File: src/rtl/sts_pkg.sv
// Shared types, token and error codes, and character constants of the script token scanner.
// Used by every module of the scanner; depends on nothing.
`default_nettype none
package sts_pkg;

  localparam int OffsetBitsDefault = 32;
  localparam int MaxBraceDepthDefault = 255;
  localparam int KeywordMaxLen = 8;
  localparam int MaxTokens = 3;

  localparam logic [5:0] K_EOF = 6'd0;
  localparam logic [5:0] K_NEWLINE = 6'd1;
  localparam logic [5:0] K_NUMBER = 6'd2;
  localparam logic [5:0] K_FLOAT = 6'd3;
  localparam logic [5:0] K_STRING = 6'd4;
  localparam logic [5:0] K_ISTRING = 6'd5;
  localparam logic [5:0] K_CHAR = 6'd6;
  localparam logic [5:0] K_IDENT = 6'd7;
  localparam logic [5:0] K_LET = 6'd8;
  localparam logic [5:0] K_PRINT = 6'd9;
  localparam logic [5:0] K_TRUE = 6'd10;
  localparam logic [5:0] K_FALSE = 6'd11;
  localparam logic [5:0] K_IF = 6'd12;
  localparam logic [5:0] K_ELIF = 6'd13;
  localparam logic [5:0] K_ELSE = 6'd14;
  localparam logic [5:0] K_WHILE = 6'd15;
  localparam logic [5:0] K_FOR = 6'd16;
  localparam logic [5:0] K_TO = 6'd17;
  localparam logic [5:0] K_IN = 6'd18;
  localparam logic [5:0] K_USE = 6'd19;
  localparam logic [5:0] K_AS = 6'd20;
  localparam logic [5:0] K_AND = 6'd21;
  localparam logic [5:0] K_OR = 6'd22;
  localparam logic [5:0] K_NOT = 6'd23;
  localparam logic [5:0] K_BREAK = 6'd24;
  localparam logic [5:0] K_CONTINUE = 6'd25;
  localparam logic [5:0] K_FN = 6'd26;
  localparam logic [5:0] K_SEND = 6'd27;
  localparam logic [5:0] K_NULL = 6'd28;
  localparam logic [5:0] K_PLUS = 6'd29;
  localparam logic [5:0] K_PLUS_PLUS = 6'd30;
  localparam logic [5:0] K_PLUS_EQ = 6'd31;
  localparam logic [5:0] K_MINUS = 6'd32;
  localparam logic [5:0] K_MINUS_MINUS = 6'd33;
  localparam logic [5:0] K_MINUS_EQ = 6'd34;
  localparam logic [5:0] K_STAR = 6'd35;
  localparam logic [5:0] K_STAR_EQ = 6'd36;
  localparam logic [5:0] K_SLASH = 6'd37;
  localparam logic [5:0] K_SLASH_EQ = 6'd38;
  localparam logic [5:0] K_PERCENT = 6'd39;
  localparam logic [5:0] K_PERCENT_EQ = 6'd40;
  localparam logic [5:0] K_LPAREN = 6'd41;
  localparam logic [5:0] K_RPAREN = 6'd42;
  localparam logic [5:0] K_LBRACE = 6'd43;
  localparam logic [5:0] K_RBRACE = 6'd44;
  localparam logic [5:0] K_LBRACKET = 6'd45;
  localparam logic [5:0] K_RBRACKET = 6'd46;
  localparam logic [5:0] K_COMMA = 6'd47;
  localparam logic [5:0] K_COLON = 6'd48;
  localparam logic [5:0] K_DOT = 6'd49;
  localparam logic [5:0] K_EQ = 6'd50;
  localparam logic [5:0] K_EQ_EQ = 6'd51;
  localparam logic [5:0] K_BANG_EQ = 6'd52;
  localparam logic [5:0] K_LESS = 6'd53;
  localparam logic [5:0] K_LESS_EQ = 6'd54;
  localparam logic [5:0] K_GREATER = 6'd55;
  localparam logic [5:0] K_GREATER_EQ = 6'd56;
  localparam logic [5:0] K_ERROR = 6'd57;

  localparam logic [3:0] E_NONE = 4'd0;
  localparam logic [3:0] E_UNTERM_STR = 4'd1;
  localparam logic [3:0] E_UNTERM_TRIPLE = 4'd2;
  localparam logic [3:0] E_UNTERM_CHAR = 4'd3;
  localparam logic [3:0] E_CHAR_CLOSE = 4'd4;
  localparam logic [3:0] E_UNTERM_ISTR = 4'd5;
  localparam logic [3:0] E_UNTERM_NESTED = 4'd6;
  localparam logic [3:0] E_UNMATCHED_BRACE = 4'd7;
  localparam logic [3:0] E_DOLLAR = 4'd8;
  localparam logic [3:0] E_UNEXPECTED = 4'd9;
  localparam logic [3:0] E_DEPTH = 4'd10;

  localparam logic [7:0] CH_NUL = 8'h00;
  localparam logic [7:0] CH_TAB = 8'h09;
  localparam logic [7:0] CH_LF = 8'h0A;
  localparam logic [7:0] CH_CR = 8'h0D;
  localparam logic [7:0] CH_DQ = 8'h22;
  localparam logic [7:0] CH_SQ = 8'h27;
  localparam logic [7:0] CH_BSL = 8'h5C;

  typedef struct packed {
    logic [5:0]  kind;
    logic [3:0]  err;
    logic [31:0] start;
    logic [31:0] len;
    logic [31:0] line;
    logic [63:0] value;
  } tok_t;

  typedef struct packed {
    tok_t [MaxTokens-1:0] tok;
    logic [1:0]           count;
  } bundle_t;

  typedef struct packed {
    logic full;
    logic empty;
  } q_status_t;

  function automatic logic [5:0] word_kind(input logic [63:0] w, input logic [3:0] n);
    logic [5:0] k;
    k = K_IDENT;
    if (n == 4'd3 && w == 64'("let")) k = K_LET;
    if (n == 4'd5 && w == 64'("print")) k = K_PRINT;
    if (n == 4'd4 && w == 64'("true")) k = K_TRUE;
    if (n == 4'd5 && w == 64'("false")) k = K_FALSE;
    if (n == 4'd2 && w == 64'("if")) k = K_IF;
    if (n == 4'd4 && w == 64'("elif")) k = K_ELIF;
    if (n == 4'd4 && w == 64'("else")) k = K_ELSE;
    if (n == 4'd5 && w == 64'("while")) k = K_WHILE;
    if (n == 4'd3 && w == 64'("for")) k = K_FOR;
    if (n == 4'd2 && w == 64'("to")) k = K_TO;
    if (n == 4'd2 && w == 64'("in")) k = K_IN;
    if (n == 4'd3 && w == 64'("use")) k = K_USE;
    if (n == 4'd2 && w == 64'("as")) k = K_AS;
    if (n == 4'd3 && w == 64'("and")) k = K_AND;
    if (n == 4'd2 && w == 64'("or")) k = K_OR;
    if (n == 4'd3 && w == 64'("not")) k = K_NOT;
    if (n == 4'd5 && w == 64'("break")) k = K_BREAK;
    if (n == 4'd8 && w == 64'("continue")) k = K_CONTINUE;
    if (n == 4'd2 && w == 64'("fn")) k = K_FN;
    if (n == 4'd4 && w == 64'("send")) k = K_SEND;
    if (n == 4'd4 && w == 64'("null")) k = K_NULL;
    return k;
  endfunction

endpackage
`default_nettype wire

File: src/rtl/sts_fifo.sv
// Two-entry queue of token bundles between the scanner front end and the token sender.
// Depends on sts_pkg.
`default_nettype none
module sts_fifo (
  input  wire logic           clk_i,
  input  wire logic           rst_ni,
  input  wire logic           push_i,
  input  sts_pkg::bundle_t    data_i,
  input  wire logic           pop_i,
  output sts_pkg::bundle_t    data_o,
  output sts_pkg::q_status_t  status_o
);

  sts_pkg::bundle_t mem_q [2];
  logic wr_q, rd_q;
  logic [1:0] cnt_q;

  always_ff @(posedge clk_i) begin
    if (push_i) mem_q[wr_q] <= data_i;
  end

  always_ff @(posedge clk_i or negedge rst_ni) begin
    if (!rst_ni) begin
      wr_q <= 1'b0;
      rd_q <= 1'b0;
      cnt_q <= 2'd0;
    end else begin
      if (push_i) wr_q <= ~wr_q;
      if (pop_i) rd_q <= ~rd_q;
      cnt_q <= cnt_q + {1'b0, push_i} - {1'b0, pop_i};
    end
  end

  assign data_o = mem_q[rd_q];
  assign status_o.full = cnt_q == 2'd2;
  assign status_o.empty = cnt_q == 2'd0;

endmodule
`default_nettype wire

File: config.mk
export PLATFORM = sky130hd
export DESIGN_NAME = sts_fifo
export DESIGN_NICKNAME = d
export VERILOG_FILES = /design/src/rtl/sts_pkg.sv /design/src/rtl/sts_fifo.sv
export SDC_FILE = /design/constraint.sdc
export NUM_CORES = 1
export LEC_CHECK = 0
export BUFFER_PORTS_ARGS = -buffer_cell sky130_fd_sc_hd__buf_4
export CORE_AREA = 8 8 399 401
export CTS_CLUSTER_DIAMETER = 30
export CTS_CLUSTER_SIZE = 24
export DETAILED_ROUTE_END_ITERATION = 8
export DIE_AREA = 0 0 407 409
export GPL_ROUTABILITY_DRIVEN = 0
export SKIP_LAST_GASP = 1
export SYNTH_ARGS = -nofsm -noshare
export SYNTH_HDL_FRONTEND = slang
export SYNTH_SLANG_ARGS = --single-unit
File: constraint.sdc
create_clock -name clk_i -period 60.9 [get_ports clk_i]
set_clock_uncertainty 0.05 [all_clocks]
set_input_delay 18.27 -clock clk_i [delete_from_list [all_inputs] [get_ports clk_i]]
set_output_delay 18.27 -clock clk_i [all_outputs]
set_load 0.1 [all_outputs]
# Yosys cells after proc, flatten, opt, wreduce, memory -nomap -nowiden
# Memory sizes are Yosys's and may differ from the RTL's.
# Cells that the tools add are included.
# word_totals
regBits	4
ram_bits	1024
in_bits	516
out_inout_bits	514
elab_cells	12
memories	1
# op_classes
n_addsub	2
eq_ne	1
muxes	2
bitwise_logic	2
n_reduce_logical	1
# memory_table
memory	words	width	rd	rd_ports_with_merged_regs	write_ports	line	source
mem_q	2	512	1	0	1	sts_fifo.sv:14	sts_pkg::bundle_t mem_q [2];
# op_table
op	n
2-bit by 1-bit adder with 2-bit output	1
2-bit == test (second input constant)	1
2-bit zero test	1
1-bit two-way mux	2
1-bit inverter	2
2-bit by 1-bit subtractor with 2-bit output	1

# Depth between registers and ports, before layout
# logic_depth
word_depth	2
ltp_mapped	5

# Least setup slack after synthesis
# No wires, ideal clock.
# synth_timing
path_type	input port to flip-flop
from	input port push_i
to	memory mem_q[0][0] (netlist name), enable pin
setup_ns	1.461
t_arrival_ns	40.220
required_time_ns	59.389
setup_slack_ns	19.169
path_stages	1
path_cell_list	nor2b_1
# synth_between
elab_chain_cells	2
# synth_rtl
item	line	source
from (decl)	sts_fifo.sv:7	input wire logic push_i,
1-bit two-way mux	sts_fifo.sv:19	if (push_i) mem_q[wr_q] <= data_i;
1-bit two-way mux (implied by the code)	sts_fifo.sv:19	
to (decl)	sts_fifo.sv:14	
# No other way between the ends.

==> flow_summary.yaml <==
outcome:
  outcome: "finished, final reports clean"
setup_path:
  reg2reg_to: "mem_q[0][220]$_DFFE_PP_"
  crit_start: "rd_q$_DFFE_PN0P_"
  required_ps: 42580
  cp-endpoint: "data_o[199]"
  end_kind: "output port"
  rrSetupSlack_ps: 57270
  r2r_start: "wr_q$_DFFE_PN0P_"
  rr_worst_depth: 3
  critPathKind: "reg -> out"
  cp_max_fo: 74
  cp-start-kind: "register"
  cp_data_arrival_time_ps: 4380
synth:
  syn_area_per_cell_um2: 23.2
  synth_top_area_frac: 0.824
  synthMostInstantiatedCell: "edfxtp_1"
  yosysSeqAreaShare: 0.826
  syn_area_mm2: 0.0373
  synthTopCellsByArea: "edfxtp_1, mux2_2, buf_6"
  synthesis.nets: 2126
  synthTopCellsByCount: "edfxtp_1, mux2_2, buf_6, buf_2, dfrtp_1"
  yosysWarningCount: 0
  dominantRegCellSynth: "edfxtp_1"
  synthCells: 1608
  synth.largest_area_cell: "edfxtp_1"
  synth_edf_count: 1024
  ys_types: 12
  ys_async_sr_fraction: 0.00389
  ys_ff_latch: 1028
global_route:
  grt-ovfl-total: 0
  antenna_found_initial: 55
  grt_max_degree: 161
  grt_pass1_vias: 22200
  grt_pass1_wl_um: 161000
  grt.total_usage: 0.135
routing:
  viasPerCell: 4.04
  wl_per_cell_um: 23.5
  routed_wl_um: 119000
  drtIter0Drc: 1335
  num_vias: 20500
  firstDrtPassIters: 5
  ant_nets: 0
  drc: 0
timing:
  hold_viol_final: 0
  worst_pin_slew_ps: 1320
  period_minus_slack_ps: 22700
  slew_violations: 0
  fmax_mhz: 44.0
  layout_setup_ws_ps: 38200
  grt_setup_unrepaired: "false"
  max_slew_margin: 0.119
  fin_crit_sh: 0.373
  fin_tns_setup_ps: 0
  setup_viol_count_final: 0
run:
  cap_violations: 0
cts:
  cts_hold_buf: 0
  ctsRootBufferMaster: "clkbuf_16"
  cts_made_buffers: 214
  htree_levels: 4
  postCtsSetupRepairBufs: 0
  clk_path_buf_depth: 3
  cts.sinks: 1028
  path_clk_slew_ps: 40
  cts_tree: "yes"
  cts_resized: 0
  clock_latency_ps: 760
floorplan:
  start_util: 0.244
  die_h_um: 409
  io_pins: 1030
  coreArea_mm2: 0.153
  die_w_um: 407
  die_area_mm2: 0.166
  rows: 144
placement:
  io_buffer_count: 1029
  place_ws_ps: 38940
  post-dp-hpwl_um: 87500
  placed_cells: 4643
cells_and_area:
  final_cells: 5073
  nNetsFinal: 3333
  drive_gt1_frac: 0.638
  area_delta_synth_final_pct: 46.8
min_path:
  hp-class: "reg -> reg"
final cells by class:
type | instances | area [um^2]
Tap cell | 2044 | 2560
Timing Repair Buffer | 1048 | 7910
Clock inverter | 177 | 2100
Antenna cell | 23 | 57.6
Multi-Input combinational cell | 521 | 5860
Sequential cell | 1028 | 30900
Inverter | 2 | 7.51
Clock buffer | 230 | 5440
Fill cell | 14300 | 98200
critical path, stage by stage, from the launching register on:
cell     delay (ps)
dfrtp_4         950
buf_4           890
buf_4           900
mux2_2          430
buf_4           230
worst min path at each step:
stage | startpoint | end | slack (ps) | depth (start not counted)
floorplan | wr_q$_DFFE_PN0P_ | wr_q$_DFFE_PN0P_ | 410 | 1
global placement | wr_q$_DFFE_PN0P_ | wr_q$_DFFE_PN0P_ | 480 | 1
detailed placement | wr_q$_DFFE_PN0P_ | wr_q$_DFFE_PN0P_ | 490 | 1
CTS | wr_q$_DFFE_PN0P_ | wr_q$_DFFE_PN0P_ | 500 | 1
global route | wr_q$_DFFE_PN0P_ | wr_q$_DFFE_PN0P_ | 540 | 1
finish | wr_q$_DFFE_PN0P_ | wr_q$_DFFE_PN0P_ | 500 | 1
layer usage:
| metal | share of wire | track usage | wire length [um] | up-vias |
|---|---|---|---|---|
| li1 | - | - | - | 9010 |
| met1 | 0.35 | 0.139 | 41400 | 10300 |
| met5 | 0.0027 | 0 | 322 | - |
| met3 | 0.11 | 0.0733 | 13600 | 286 |
| met2 | 0.50 | 0.228 | 59500 | 878 |
| met4 | 0.035 | 0.0562 | 4210 | 48 |
logic make-up (layout without fill, tap and decap cells):
kind of cell / after synthesis / after routing / synth area share
flops: 1028 / 1028 / 0.826
mux: 512 / 512 / 0.154
buf+inv: 59 / 1457 / 0.0167
simple gates: 4 / 4 / 0.000603
xor+xnor: 3 / 3 / 0.00111
fa+ha+maj: 2 / 2 / 0.000670
other cells: 0 / 23 / 0
sequential cells by signal, summed over array words and instances, names as in the netlist:
| signal | count |
|---|---|
| mem_q | 1024 |
| wr_q | 1 |
| cnt_q | 2 |
| rd_q | 1 |
placed cells by master, fill, tap and decap left out:
cell type | synthesis | final
xor3_1 | 1 | 1
inv_6 | 0 | 8
buf_12 | 0 | 3
clkinv_4 | 0 | 23
dfrtp_1 | 4 | 3
bufinv_16 | 0 | 33
diode_2 | 0 | 23
clkinv_8 | 0 | 2
clkinv_2 | 0 | 34
inv_16 | 0 | 3
clkinv_1 | 0 | 37
inv_1 | 2 | 2
and2_4 | 0 | 1
dfrtp_4 | 0 | 1
nor2b_4 | 0 | 1
clkbuf_16 | 0 | 215
mux2_2 | 512 | 512
ha_1 | 2 | 2
clkbuf_1 | 0 | 15
nor2b_1 | 2 | 1
edfxtp_1 | 1024 | 1024
buf_4 | 0 | 1045
clkinv_16 | 0 | 7
nor2_1 | 1 | 1
clkinvlp_4 | 0 | 30
xor2_1 | 2 | 2
per-stage QoR:
stage          instance area (um^2)  hold slack (ps)   util
2_1_floorplan                 37300              405      -
6_report                      54800              499  0.358
3_3_place_gp                  47200              479  0.308
3_5_place_dp                  47200              490  0.308
4_1_cts                       54700              501  0.358
5_1_grt                       54700              538  0.358
Power is not shown: default switching activity piles up to over one toggle a cycle in this logic, so the estimate is an artifact.
