## src/rtl/sts_pkg.sv

```systemverilog
// Shared types, token and error codes, and character constants of the script token scanner.
// Used by every module of the scanner; depends on nothing.
`default_nettype none
package sts_pkg;

  localparam int OffsetBitsDefault = 32;
  localparam int MaxBraceDepthDefault = 255;
  localparam int KeywordMaxLen = 8;
  localparam int MaxTokens = 3;

  localparam logic [5:0] K_EOF = 6'd0;
  localparam logic [5:0] K_NEWLINE = 6'd1;
  localparam logic [5:0] K_NUMBER = 6'd2;
  localparam logic [5:0] K_FLOAT = 6'd3;
  localparam logic [5:0] K_STRING = 6'd4;
  localparam logic [5:0] K_ISTRING = 6'd5;
  localparam logic [5:0] K_CHAR = 6'd6;
  localparam logic [5:0] K_IDENT = 6'd7;
  localparam logic [5:0] K_LET = 6'd8;
  localparam logic [5:0] K_PRINT = 6'd9;
  localparam logic [5:0] K_TRUE = 6'd10;
  localparam logic [5:0] K_FALSE = 6'd11;
  localparam logic [5:0] K_IF = 6'd12;
  localparam logic [5:0] K_ELIF = 6'd13;
  localparam logic [5:0] K_ELSE = 6'd14;
  localparam logic [5:0] K_WHILE = 6'd15;
  localparam logic [5:0] K_FOR = 6'd16;
  localparam logic [5:0] K_TO = 6'd17;
  localparam logic [5:0] K_IN = 6'd18;
  localparam logic [5:0] K_USE = 6'd19;
  localparam logic [5:0] K_AS = 6'd20;
  localparam logic [5:0] K_AND = 6'd21;
  localparam logic [5:0] K_OR = 6'd22;
  localparam logic [5:0] K_NOT = 6'd23;
  localparam logic [5:0] K_BREAK = 6'd24;
  localparam logic [5:0] K_CONTINUE = 6'd25;
  localparam logic [5:0] K_FN = 6'd26;
  localparam logic [5:0] K_SEND = 6'd27;
  localparam logic [5:0] K_NULL = 6'd28;
  localparam logic [5:0] K_PLUS = 6'd29;
  localparam logic [5:0] K_PLUS_PLUS = 6'd30;
  localparam logic [5:0] K_PLUS_EQ = 6'd31;
  localparam logic [5:0] K_MINUS = 6'd32;
  localparam logic [5:0] K_MINUS_MINUS = 6'd33;
  localparam logic [5:0] K_MINUS_EQ = 6'd34;
  localparam logic [5:0] K_STAR = 6'd35;
  localparam logic [5:0] K_STAR_EQ = 6'd36;
  localparam logic [5:0] K_SLASH = 6'd37;
  localparam logic [5:0] K_SLASH_EQ = 6'd38;
  localparam logic [5:0] K_PERCENT = 6'd39;
  localparam logic [5:0] K_PERCENT_EQ = 6'd40;
  localparam logic [5:0] K_LPAREN = 6'd41;
  localparam logic [5:0] K_RPAREN = 6'd42;
  localparam logic [5:0] K_LBRACE = 6'd43;
  localparam logic [5:0] K_RBRACE = 6'd44;
  localparam logic [5:0] K_LBRACKET = 6'd45;
  localparam logic [5:0] K_RBRACKET = 6'd46;
  localparam logic [5:0] K_COMMA = 6'd47;
  localparam logic [5:0] K_COLON = 6'd48;
  localparam logic [5:0] K_DOT = 6'd49;
  localparam logic [5:0] K_EQ = 6'd50;
  localparam logic [5:0] K_EQ_EQ = 6'd51;
  localparam logic [5:0] K_BANG_EQ = 6'd52;
  localparam logic [5:0] K_LESS = 6'd53;
  localparam logic [5:0] K_LESS_EQ = 6'd54;
  localparam logic [5:0] K_GREATER = 6'd55;
  localparam logic [5:0] K_GREATER_EQ = 6'd56;
  localparam logic [5:0] K_ERROR = 6'd57;

  localparam logic [3:0] E_NONE = 4'd0;
  localparam logic [3:0] E_UNTERM_STR = 4'd1;
  localparam logic [3:0] E_UNTERM_TRIPLE = 4'd2;
  localparam logic [3:0] E_UNTERM_CHAR = 4'd3;
  localparam logic [3:0] E_CHAR_CLOSE = 4'd4;
  localparam logic [3:0] E_UNTERM_ISTR = 4'd5;
  localparam logic [3:0] E_UNTERM_NESTED = 4'd6;
  localparam logic [3:0] E_UNMATCHED_BRACE = 4'd7;
  localparam logic [3:0] E_DOLLAR = 4'd8;
  localparam logic [3:0] E_UNEXPECTED = 4'd9;
  localparam logic [3:0] E_DEPTH = 4'd10;

  localparam logic [7:0] CH_NUL = 8'h00;
  localparam logic [7:0] CH_TAB = 8'h09;
  localparam logic [7:0] CH_LF = 8'h0A;
  localparam logic [7:0] CH_CR = 8'h0D;
  localparam logic [7:0] CH_DQ = 8'h22;
  localparam logic [7:0] CH_SQ = 8'h27;
  localparam logic [7:0] CH_BSL = 8'h5C;

  typedef struct packed {
    logic [5:0]  kind;
    logic [3:0]  err;
    logic [31:0] start;
    logic [31:0] len;
    logic [31:0] line;
    logic [63:0] value;
  } tok_t;

  typedef struct packed {
    tok_t [MaxTokens-1:0] tok;
    logic [1:0]           count;
  } bundle_t;

  typedef struct packed {
    logic full;
    logic empty;
  } q_status_t;

  function automatic logic [5:0] word_kind(input logic [63:0] w, input logic [3:0] n);
    logic [5:0] k;
    k = K_IDENT;
    if (n == 4'd3 && w == 64'("let")) k = K_LET;
    if (n == 4'd5 && w == 64'("print")) k = K_PRINT;
    if (n == 4'd4 && w == 64'("true")) k = K_TRUE;
    if (n == 4'd5 && w == 64'("false")) k = K_FALSE;
    if (n == 4'd2 && w == 64'("if")) k = K_IF;
    if (n == 4'd4 && w == 64'("elif")) k = K_ELIF;
    if (n == 4'd4 && w == 64'("else")) k = K_ELSE;
    if (n == 4'd5 && w == 64'("while")) k = K_WHILE;
    if (n == 4'd3 && w == 64'("for")) k = K_FOR;
    if (n == 4'd2 && w == 64'("to")) k = K_TO;
    if (n == 4'd2 && w == 64'("in")) k = K_IN;
    if (n == 4'd3 && w == 64'("use")) k = K_USE;
    if (n == 4'd2 && w == 64'("as")) k = K_AS;
    if (n == 4'd3 && w == 64'("and")) k = K_AND;
    if (n == 4'd2 && w == 64'("or")) k = K_OR;
    if (n == 4'd3 && w == 64'("not")) k = K_NOT;
    if (n == 4'd5 && w == 64'("break")) k = K_BREAK;
    if (n == 4'd8 && w == 64'("continue")) k = K_CONTINUE;
    if (n == 4'd2 && w == 64'("fn")) k = K_FN;
    if (n == 4'd4 && w == 64'("send")) k = K_SEND;
    if (n == 4'd4 && w == 64'("null")) k = K_NULL;
    return k;
  endfunction

endpackage
`default_nettype wire

```

## src/rtl/sts_back.sv

```systemverilog
// Token sender: walks the tokens of the bundle at the queue head, one word per handshake.
// Depends on sts_pkg.
`default_nettype none
module sts_back (
  input  wire logic           clk_i,
  input  wire logic           rst_ni,
  input  sts_pkg::bundle_t    head_i,
  input  sts_pkg::q_status_t  status_i,
  input  wire logic           ready_i,
  output logic                valid_o,
  output sts_pkg::tok_t       tok_o,
  output logic                last_o,
  output logic                pop_o
);

  logic [1:0] idx_q;

  assign valid_o = !status_i.empty;
  assign tok_o = head_i.tok[idx_q];
  assign last_o = idx_q == head_i.count - 2'd1;
  assign pop_o = valid_o && ready_i && last_o;

  always_ff @(posedge clk_i or negedge rst_ni) begin
    if (!rst_ni) begin
      idx_q <= 2'd0;
    end else if (valid_o && ready_i) begin
      idx_q <= last_o ? 2'd0 : idx_q + 2'd1;
    end
  end

endmodule
`default_nettype wire
```

## config.mk

```make
export PLATFORM = sky130hd
export DESIGN_NAME = sts_back
export DESIGN_NICKNAME = d
export VERILOG_FILES = /design/src/rtl/sts_pkg.sv /design/src/rtl/sts_back.sv
export SDC_FILE = /design/constraint.sdc
export NUM_CORES = 1
export LEC_CHECK = 0
export BUFFER_PORTS_ARGS = -buffer_cell sky130_fd_sc_hd__buf_2
export CAP_MARGIN = 10
export CORE_AREA = 3 3 270 272
export CTS_CLUSTER_DIAMETER = 100
export DETAILED_ROUTE_END_ITERATION = 10
export DIE_AREA = 0 0 273 275
export GPL_TIMING_DRIVEN = 0
export PLACE_DENSITY = 0.37
export SLEW_MARGIN = 20
export SYNTH_ARGS = -nofsm -noshare
export SYNTH_HDL_FRONTEND = slang
export SYNTH_SLANG_ARGS = --single-unit
```

## constraint.sdc

```tcl
create_clock -name clk_i -period 3.6 [get_ports clk_i]
set_input_delay 0.72 -clock clk_i [delete_from_list [all_inputs] [get_ports clk_i]]
set_output_delay 0.72 -clock clk_i [all_outputs]
set_load 0.02 [all_outputs]
```

# Yosys cells after proc, flatten, opt, wreduce, memory -nomap -nowiden
# Index checks and enable logic that the tools add are counted.
# classes
n_reduce_logical	3
eq_ne	1
add_sub_neg	2
n_mux	3
magnitude_cmp	1
# op_table
operator	count
170-bit binary-select mux with 2-bit select	1
170-bit 2-to-1 mux	1
2-bit by 3-bit < comparator with 1-bit output (second input constant)	1
2-bit by 1-bit adder with 2-bit output (second input constant)	1
2-bit equality test	1
1-bit logical AND	2
2-bit 2-to-1 mux	1
2-bit by 1-bit subtractor with 2-bit output (second input constant)	1
1-bit zero test	1
# word_totals
in_bits	517
regBits	2

# Logic depth before layout (Yosys ltp)
# Gate-level depths: netlist of the first run.
# logic_depth
word_depth	3
depth_mapped	7
depth_no_buf	3

# Least setup slack after synthesis of the first run
# OpenSTA, ideal clock, no wires.
# synth_path
path_type	input to output
startpoint	input port head_i[1] (netlist bit)
endpoint	output port pop_o
setup_slack_ps	1413
t_required_ps	2880
stages	3
n_path_buf	0
arrival_time_ps	1467
cell_sequence	xnor2_1 -> or3b_4 -> a21oi_2
# synth_via
elab_chain_cells	3
# synth_rtl
item	line_no	source
start, declared	sts_back.sv:7	input sts_pkg::bundle_t head_i,
2-bit by 1-bit subtractor with 2-bit output	sts_back.sv:20	assign last_o = idx_q == head_i.count - 2'd1;
2-bit equality test	sts_back.sv:20	
1-bit logical AND	sts_back.sv:21	assign pop_o = valid_o && ready_i && last_o;
end, declared	sts_back.sv:13	output logic pop_o
# No other way between the ends.

==> results of run 1 <==
-- critical path: cells and delay by family, from the launching register on --
kind / cells / cell delay [ns]
AND/OR/NAND/NOR: 2 / 0.24
flip-flops: 1 / 0.34
buffers and inverters: 5 / 1.33
AO/OA/AOI/OAI: 1 / 0.13
-- power groups by stage --
stage	clock [W]	sequential, W	combinational (W)
finish	0.000166	0.0000423	0.00584
global route	0.000173	0.0000474	0.00630
CTS	0.000169	0.0000458	0.00600
detailed placement	0	0.0000460	0.00599
global placement	0	0.0000470	0.00603
floorplan	0	0.0000375	0.00358
-- placed cells by master (no fill, tap or decap), types with 2 or more instances in the layout --
cell,synthesis,routed
xnor2_1,2,2
o21ai_1,171,171
diode_2,0,5
mux2i_1,170,170
buf_1,5,5
clkbuf_16,0,3
buf_2,8,696
inv_1,2,2
nand2_1,171,171
buf_4,29,29
dfrtp_1,2,2
clkbuf_1,15,15
-- layer usage --
metal	routed length, um	vias to the layer above	global-route usage
li1	-	3440	-
met1	14300	3076	0.101
met2	18700	442	0.165
met3	2970	32	0.0147
met4	679	2	0.0184
met5	13	-	0
-- layout make-up --
type                       count  area (um2)  share of cell area
multi-input combinational    523        3280               0.391
inverter                       2        7.51            0.000893
clock buffer                   3        75.1             0.00893
sequential                     2        50.0             0.00596
tap                          950        1190               0.141
timing repair buffer         688        3440               0.410
buffer                        58         344              0.0409
antenna                        5        12.5             0.00149
-- path summary, 6_finish.rpt --
check | to | cells past startpoint
max in group asynchronous | idx_q[0]$_DFFE_PN0P_ | 1
min in group clk_i | idx_q[1]$_DFFE_PN0P_ | 2
worst min register to register | idx_q[1]$_DFFE_PN0P_ | 2
worst max register to register | idx_q[1]$_DFFE_PN0P_ | 4
worst max-delay path | tok_o[102] | 8
worst min-delay path | idx_q[1]$_DFFE_PN0P_ | 1
-- stage by stage --
stage	area, um2	cells	total power, W	hold slack, ns	utilization
6_report	8400	2231	0.00604	0.294	0.118
5_1_grt	8400	2229	0.00652	0.295	0.118
4_1_cts	8390	2226	0.00621	0.299	0.118
3_5_place_dp	8320	2223	0.00603	0.530	0.117
3_3_place_gp	8320	2223	0.00608	0.528	0.117
2_1_floorplan	3680	585	0.00361	0.424	-
-- cell families (layout without fill, tap and decap cells) --
kind of cell | count (synthesis) | count (layout) | share of synthesized area
and+or+nand+nor | 176 | 176 | 0.184
DFF | 2 | 2 | 0.0136
AOI/OAI and AO/OA | 175 | 175 | 0.240
buffers and inverters | 60 | 751 | 0.0954
muxes | 170 | 170 | 0.462
xor gates and xnor gates | 2 | 2 | 0.00476
other | 0 | 5 | 0
==> flow_metrics.env, run 1 <==
export IMPL_hold_path_class="primary input to async pin"
export IMPL_insertion_delay_ns=0.22
export IMPL_io_buffers=688
export IMPL_ant_nets=0
export IMPL_pre_cts_ws_ns=0.608
export IMPL_largest_register="idx_q"
export IMPL_synthTopCellsByArea="mux2i_1, o21ai_1, nand2_1, buf_4, clkbuf_1"
export IMPL_drc=0
export IMPL_p_int_w=0.00216
export IMPL_critPathSlowestCell="dfrtp_1"
export IMPL_routed_wl_um=36700
export IMPL_pwr_share_comb=0.966
export IMPL_grt_max_degree=11
export IMPL_ios=690
export IMPL_max_freq_mhz=332
export IMPL_row_count=98
export IMPL_ctsResizeCount=0
export IMPL_die_area_um2=75100
export IMPL_area_growth_pct=128
export IMPL_status="finished clean"
export IMPL_grt_pass1_wl_um=47700
export IMPL_h_tree_depth=1
export IMPL_nets=1795
export IMPL_cp_start_kind="flop"
export IMPL_slew_limit_headroom=0.419
export IMPL_drt_initial_drc_count=226
export IMPL_p_seq_frac=0.007
export IMPL_p_per_area_nw_per_um2=719
export IMPL_top_regs="idx_q (2)"
export IMPL_grt_antenna_before_repair=10
export IMPL_yosys_area_top_type="mux2i_1"
export IMPL_pwr_share_clk=0.027
export IMPL_rrSetupSlack_ns=2.07
export IMPL_post_cts_setup_buffers=0
export IMPL_fin_crit_sh=0.837
export IMPL_p_sw_w=0.00388
export IMPL_viasPerCell=3.13
export IMPL_synth_enable_flop_cells=0
export IMPL_finalSetupTns_ns=0
export IMPL_fin_ws_ns=0.585
export IMPL_grt_pass1_vias=7049
export IMPL_wl_per_cell_um=16.5
export IMPL_via_count=6992
export IMPL_switching_share=0.642
export IMPL_mappedNetlistArea_um2=3680
export IMPL_routabilityCongestion=0.818
export IMPL_fillCellCount=8339
export IMPL_cts_tree="done"
export IMPL_first_pass_iters=5
export IMPL_synth_cell_types=20
export IMPL_cp_required_ns=2.88
export IMPL_slew_violations=0
export IMPL_hold_violations=0
export IMPL_yosysWarningCount=0
export IMPL_syn_inst=585
export IMPL_setup_viol=0
export IMPL_synth_seq_cells=2
export IMPL_drive_above_1_share=0.573
export IMPL_largest_register_ffs=2
export IMPL_rsz0062_at_grt="false"
export IMPL_cp_end_kind="output port"
export IMPL_ys_seq_area_frac=0.0136
export IMPL_dp_hpwl_um=32500
export IMPL_worstPathCellList="buf_2, nor2b_1, buf_2, buf_4, buf_4, nand2_1, o21ai_1, buf_2"
export IMPL_holdBufCountCts=0
export IMPL_worstPathArrival_ns=2.29
export IMPL_clk_path_buf_depth=2
export IMPL_die_w_um=273
export IMPL_synthArstFlopShare=1.00
export IMPL_global_route_usage_total=0.0866
export IMPL_cp_max_fo=11
export IMPL_cts_buffers=3
export IMPL_start_util=0.0519
export IMPL_min_period_ns=3.01
export IMPL_synth_net_count=1102
export IMPL_ys_flop_type="dfrtp_1"
export IMPL_cts_sinks=2
export IMPL_skew_ns=0.00186
export IMPL_criticalPathCategory="flop to output port"
export IMPL_core_area_um2=71000
export IMPL_clk_pin_slew_ns=0.03
export IMPL_worst_slew_pin_slew_ns=0.872
export IMPL_leakage_nw=4.29
export IMPL_startpoint="idx_q[0]$_DFFE_PN0P_"
export IMPL_die_h_um=275
export IMPL_synth_area_per_cell_um2=6.30
export IMPL_max_cap_viol_count=0
export IMPL_r2r_start="idx_q[1]$_DFFE_PN0P_"
export IMPL_overflow=0
export IMPL_slowest_delay_ns=0.34
export IMPL_peakVddDrop_mv=0.322
export IMPL_yosysTopAreaCellShare=0.462
export IMPL_crit_top_cell="buf_2"
export IMPL_root_buffer="clkbuf_16"
export IMPL_synthTopCellsByCount="nand2_1, o21ai_1, mux2i_1, buf_4, clkbuf_1"
Power figures use the tool's default switching activity.
==> run 2, diff against run 1 <==
Settings changed: CORE_AREA 3 3 270 272 to 3 3 264 266, DIE_AREA 0 0 273 275 to 0 0 267 269, PLACE_DENSITY 0.37 to 0.38.
Clock period 3.6 ns to 2.9 ns, I/O delays scaled along.
==> run 2 against run 1 <==
Against the previous run: via count hardly changed; routed wire length is 2.6% higher; worst setup slack worse by 0.44 ns; total power is 26% higher; critical path depth is 1 lower; register-to-register slack worse by 0.57 ns; sequential cell count stayed put; critical endpoint is now tok_o[39]; largest power group unchanged.
==> flow_metrics.env, run 2 (synthesis results as in run 1) <==
export IMPL_status="finished clean"
export IMPL_die_w_um=267
export IMPL_overflow=0
export IMPL_ant_nets=0
export IMPL_first_pass_iters=5
export IMPL_largest_register="idx_q"
export IMPL_p_int_w=0.00270
export IMPL_crit_top_cell="buf_2"
export IMPL_peakVddDrop_mv=0.390
export IMPL_drc=0
export IMPL_ios=690
export IMPL_hold_path_class="primary input to async pin"
export IMPL_p_per_area_nw_per_um2=919
export IMPL_p_sw_w=0.00494
export IMPL_hold_slack_ns=0.142
export IMPL_grt_max_degree=11
export IMPL_r2r_start="idx_q[0]$_DFFE_PN0P_"
export IMPL_nets=1795
export IMPL_grt_pass1_vias=7142
export IMPL_cp_required_ns=2.32
export IMPL_cp_start_kind="flop"
export IMPL_pwr_share_comb=0.966
export IMPL_rrSetupSlack_ns=1.50
export IMPL_critPathSlowestCell="clkbuf_1"
export IMPL_cp_end_kind="output port"
export IMPL_viasPerCell=3.25
export IMPL_pre_cts_ws_ns=0.0690
export IMPL_row_count=95
export IMPL_worstPathCellList="buf_2, nor2b_1, clkbuf_4, clkbuf_1, nand2_1, o21ai_1, buf_2"
export IMPL_clk_pin_slew_ns=0.03
export IMPL_fin_crit_sh=0.950
export IMPL_reg2reg_depth=6
export IMPL_criticalPathCategory="flop to output port"
export IMPL_cts_buffers=3
export IMPL_dpl_cell_count=2146
export IMPL_worstPathArrival_ns=2.18
export IMPL_wl_per_cell_um=17.5
export IMPL_via_count=6991
export IMPL_die_area_um2=71800
export IMPL_leakage_nw=4.30
export IMPL_p_total_w=0.00764
export IMPL_root_buffer="clkbuf_16"
export IMPL_reg2reg_to="idx_q[1]$_DFFE_PN0P_"
export IMPL_layout_commonest_cell="buf_2"
export IMPL_cts_tree="done"
export IMPL_skew_ns=0.00268
export IMPL_drive_above_1_share=0.574
export IMPL_pwr_share_clk=0.027
export IMPL_area_growth_pct=126
export IMPL_fin_ws_ns=0.144
export IMPL_dp_hpwl_um=33900
export IMPL_top_regs="idx_q (2)"
export IMPL_io_buffers=688
export IMPL_core_area_um2=67300
export IMPL_setup_viol=0
export IMPL_hold_violations=0
export IMPL_cp_max_fo=10
export IMPL_slew_violations=0
export IMPL_grt_pass1_wl_um=48500
export IMPL_slowest_delay_ns=0.45
export IMPL_final_cell_mix="buf_2, nand2_1, o21ai_1"
export IMPL_global_route_usage_total=0.0932
export IMPL_final_cells=2152
export IMPL_max_cap_viol_count=0
export IMPL_die_h_um=269
export IMPL_worst_slew_pin_slew_ns=0.706
export IMPL_h_tree_depth=1
export IMPL_p_seq_frac=0.007
export IMPL_start_util=0.0548
export IMPL_rsz0062_at_grt="false"
export IMPL_finalSetupTns_ns=0
export IMPL_cts_sinks=2
export IMPL_largest_register_ffs=2
export IMPL_min_period_ns=2.76
export IMPL_drt_initial_drc_count=281
export IMPL_insertion_delay_ns=0.22
export IMPL_grt_antenna_before_repair=3
export IMPL_switching_share=0.646
export IMPL_slew_limit_headroom=0.529
export IMPL_max_freq_mhz=363
export IMPL_clk_path_buf_depth=2
export IMPL_routabilityCongestion=0.870
export IMPL_routed_wl_um=37700
run 2: metal layers:
layer,GRT usage,vias up,part of all wire
met5,0,-,0
met4,0.0301,0,0.033
met3,0.0126,39,0.076
met2,0.178,477,0.51
met1,0.107,3039,0.38
li1,-,3436,-
run 2: worst max-delay path by stage:
| stage | slack, ns | to | from | depth (start not counted) |
|---|---|---|---|---|
| floorplan | 0.99 | pop_o | head_i[1] | 3 |
| global placement | 0.09 | tok_o[45] | idx_q[0]$_DFFE_PN0P_ | 6 |
| detailed placement | 0.07 | tok_o[45] | idx_q[0]$_DFFE_PN0P_ | 6 |
| CTS | 0.02 | tok_o[97] | idx_q[1]$_DFFE_PN0P_ | 4 |
| global route | 0.02 | tok_o[45] | idx_q[0]$_DFFE_PN0P_ | 6 |
| finish | 0.14 | tok_o[39] | idx_q[0]$_DFFE_PN0P_ | 7 |
run 2: per-stage QoR:
step | utilization | instance area (um2)
after global routing | 0.124 | 8310
after global placement | 0.122 | 8220
final | 0.124 | 8310
after floorplan | - | 3680
after CTS | 0.123 | 8300
after detailed placement | 0.122 | 8220
run 2: repair_timing:
| action | in CTS | in global routing |
|---|---|---|
| hold endpoints to repair | 0 | 0 |
| gates resized for setup | 2 | 3 |
| endpoints found under the setup margin | 22 | 4 |
| setup buffers | 0 | 0 |
| hold buffers | 0 | 0 |
run 2: final cells by class:
type                    instances  area (um2)
well taps                     873        1090
inverters                       2        7.51
clock buffers                   3        75.1
flip-flops and latches          2        50.0
multi-input cells             523        3280
plain buffers                  58         354
fillers                      7948       59000
repair buffers                688        3440
diodes                          3        7.51
run 2: power by group through the flow:
stage               clock network (W)  registers, W  logic (W)
floorplan                           0     0.0000465    0.00444
global placement                    0     0.0000534    0.00757
detailed placement                  0     0.0000530    0.00754
CTS                          0.000210     0.0000527    0.00757
global route                 0.000213     0.0000543    0.00793
finish                       0.000206     0.0000506    0.00738
run 2: critical path, delay by kind of cell, from the launching register on:
kind | cells | cell delay, ns
compound gates | 1 | 0.17
buf+inv | 4 | 1.07
flops | 1 | 0.34
simple gates | 2 | 0.35
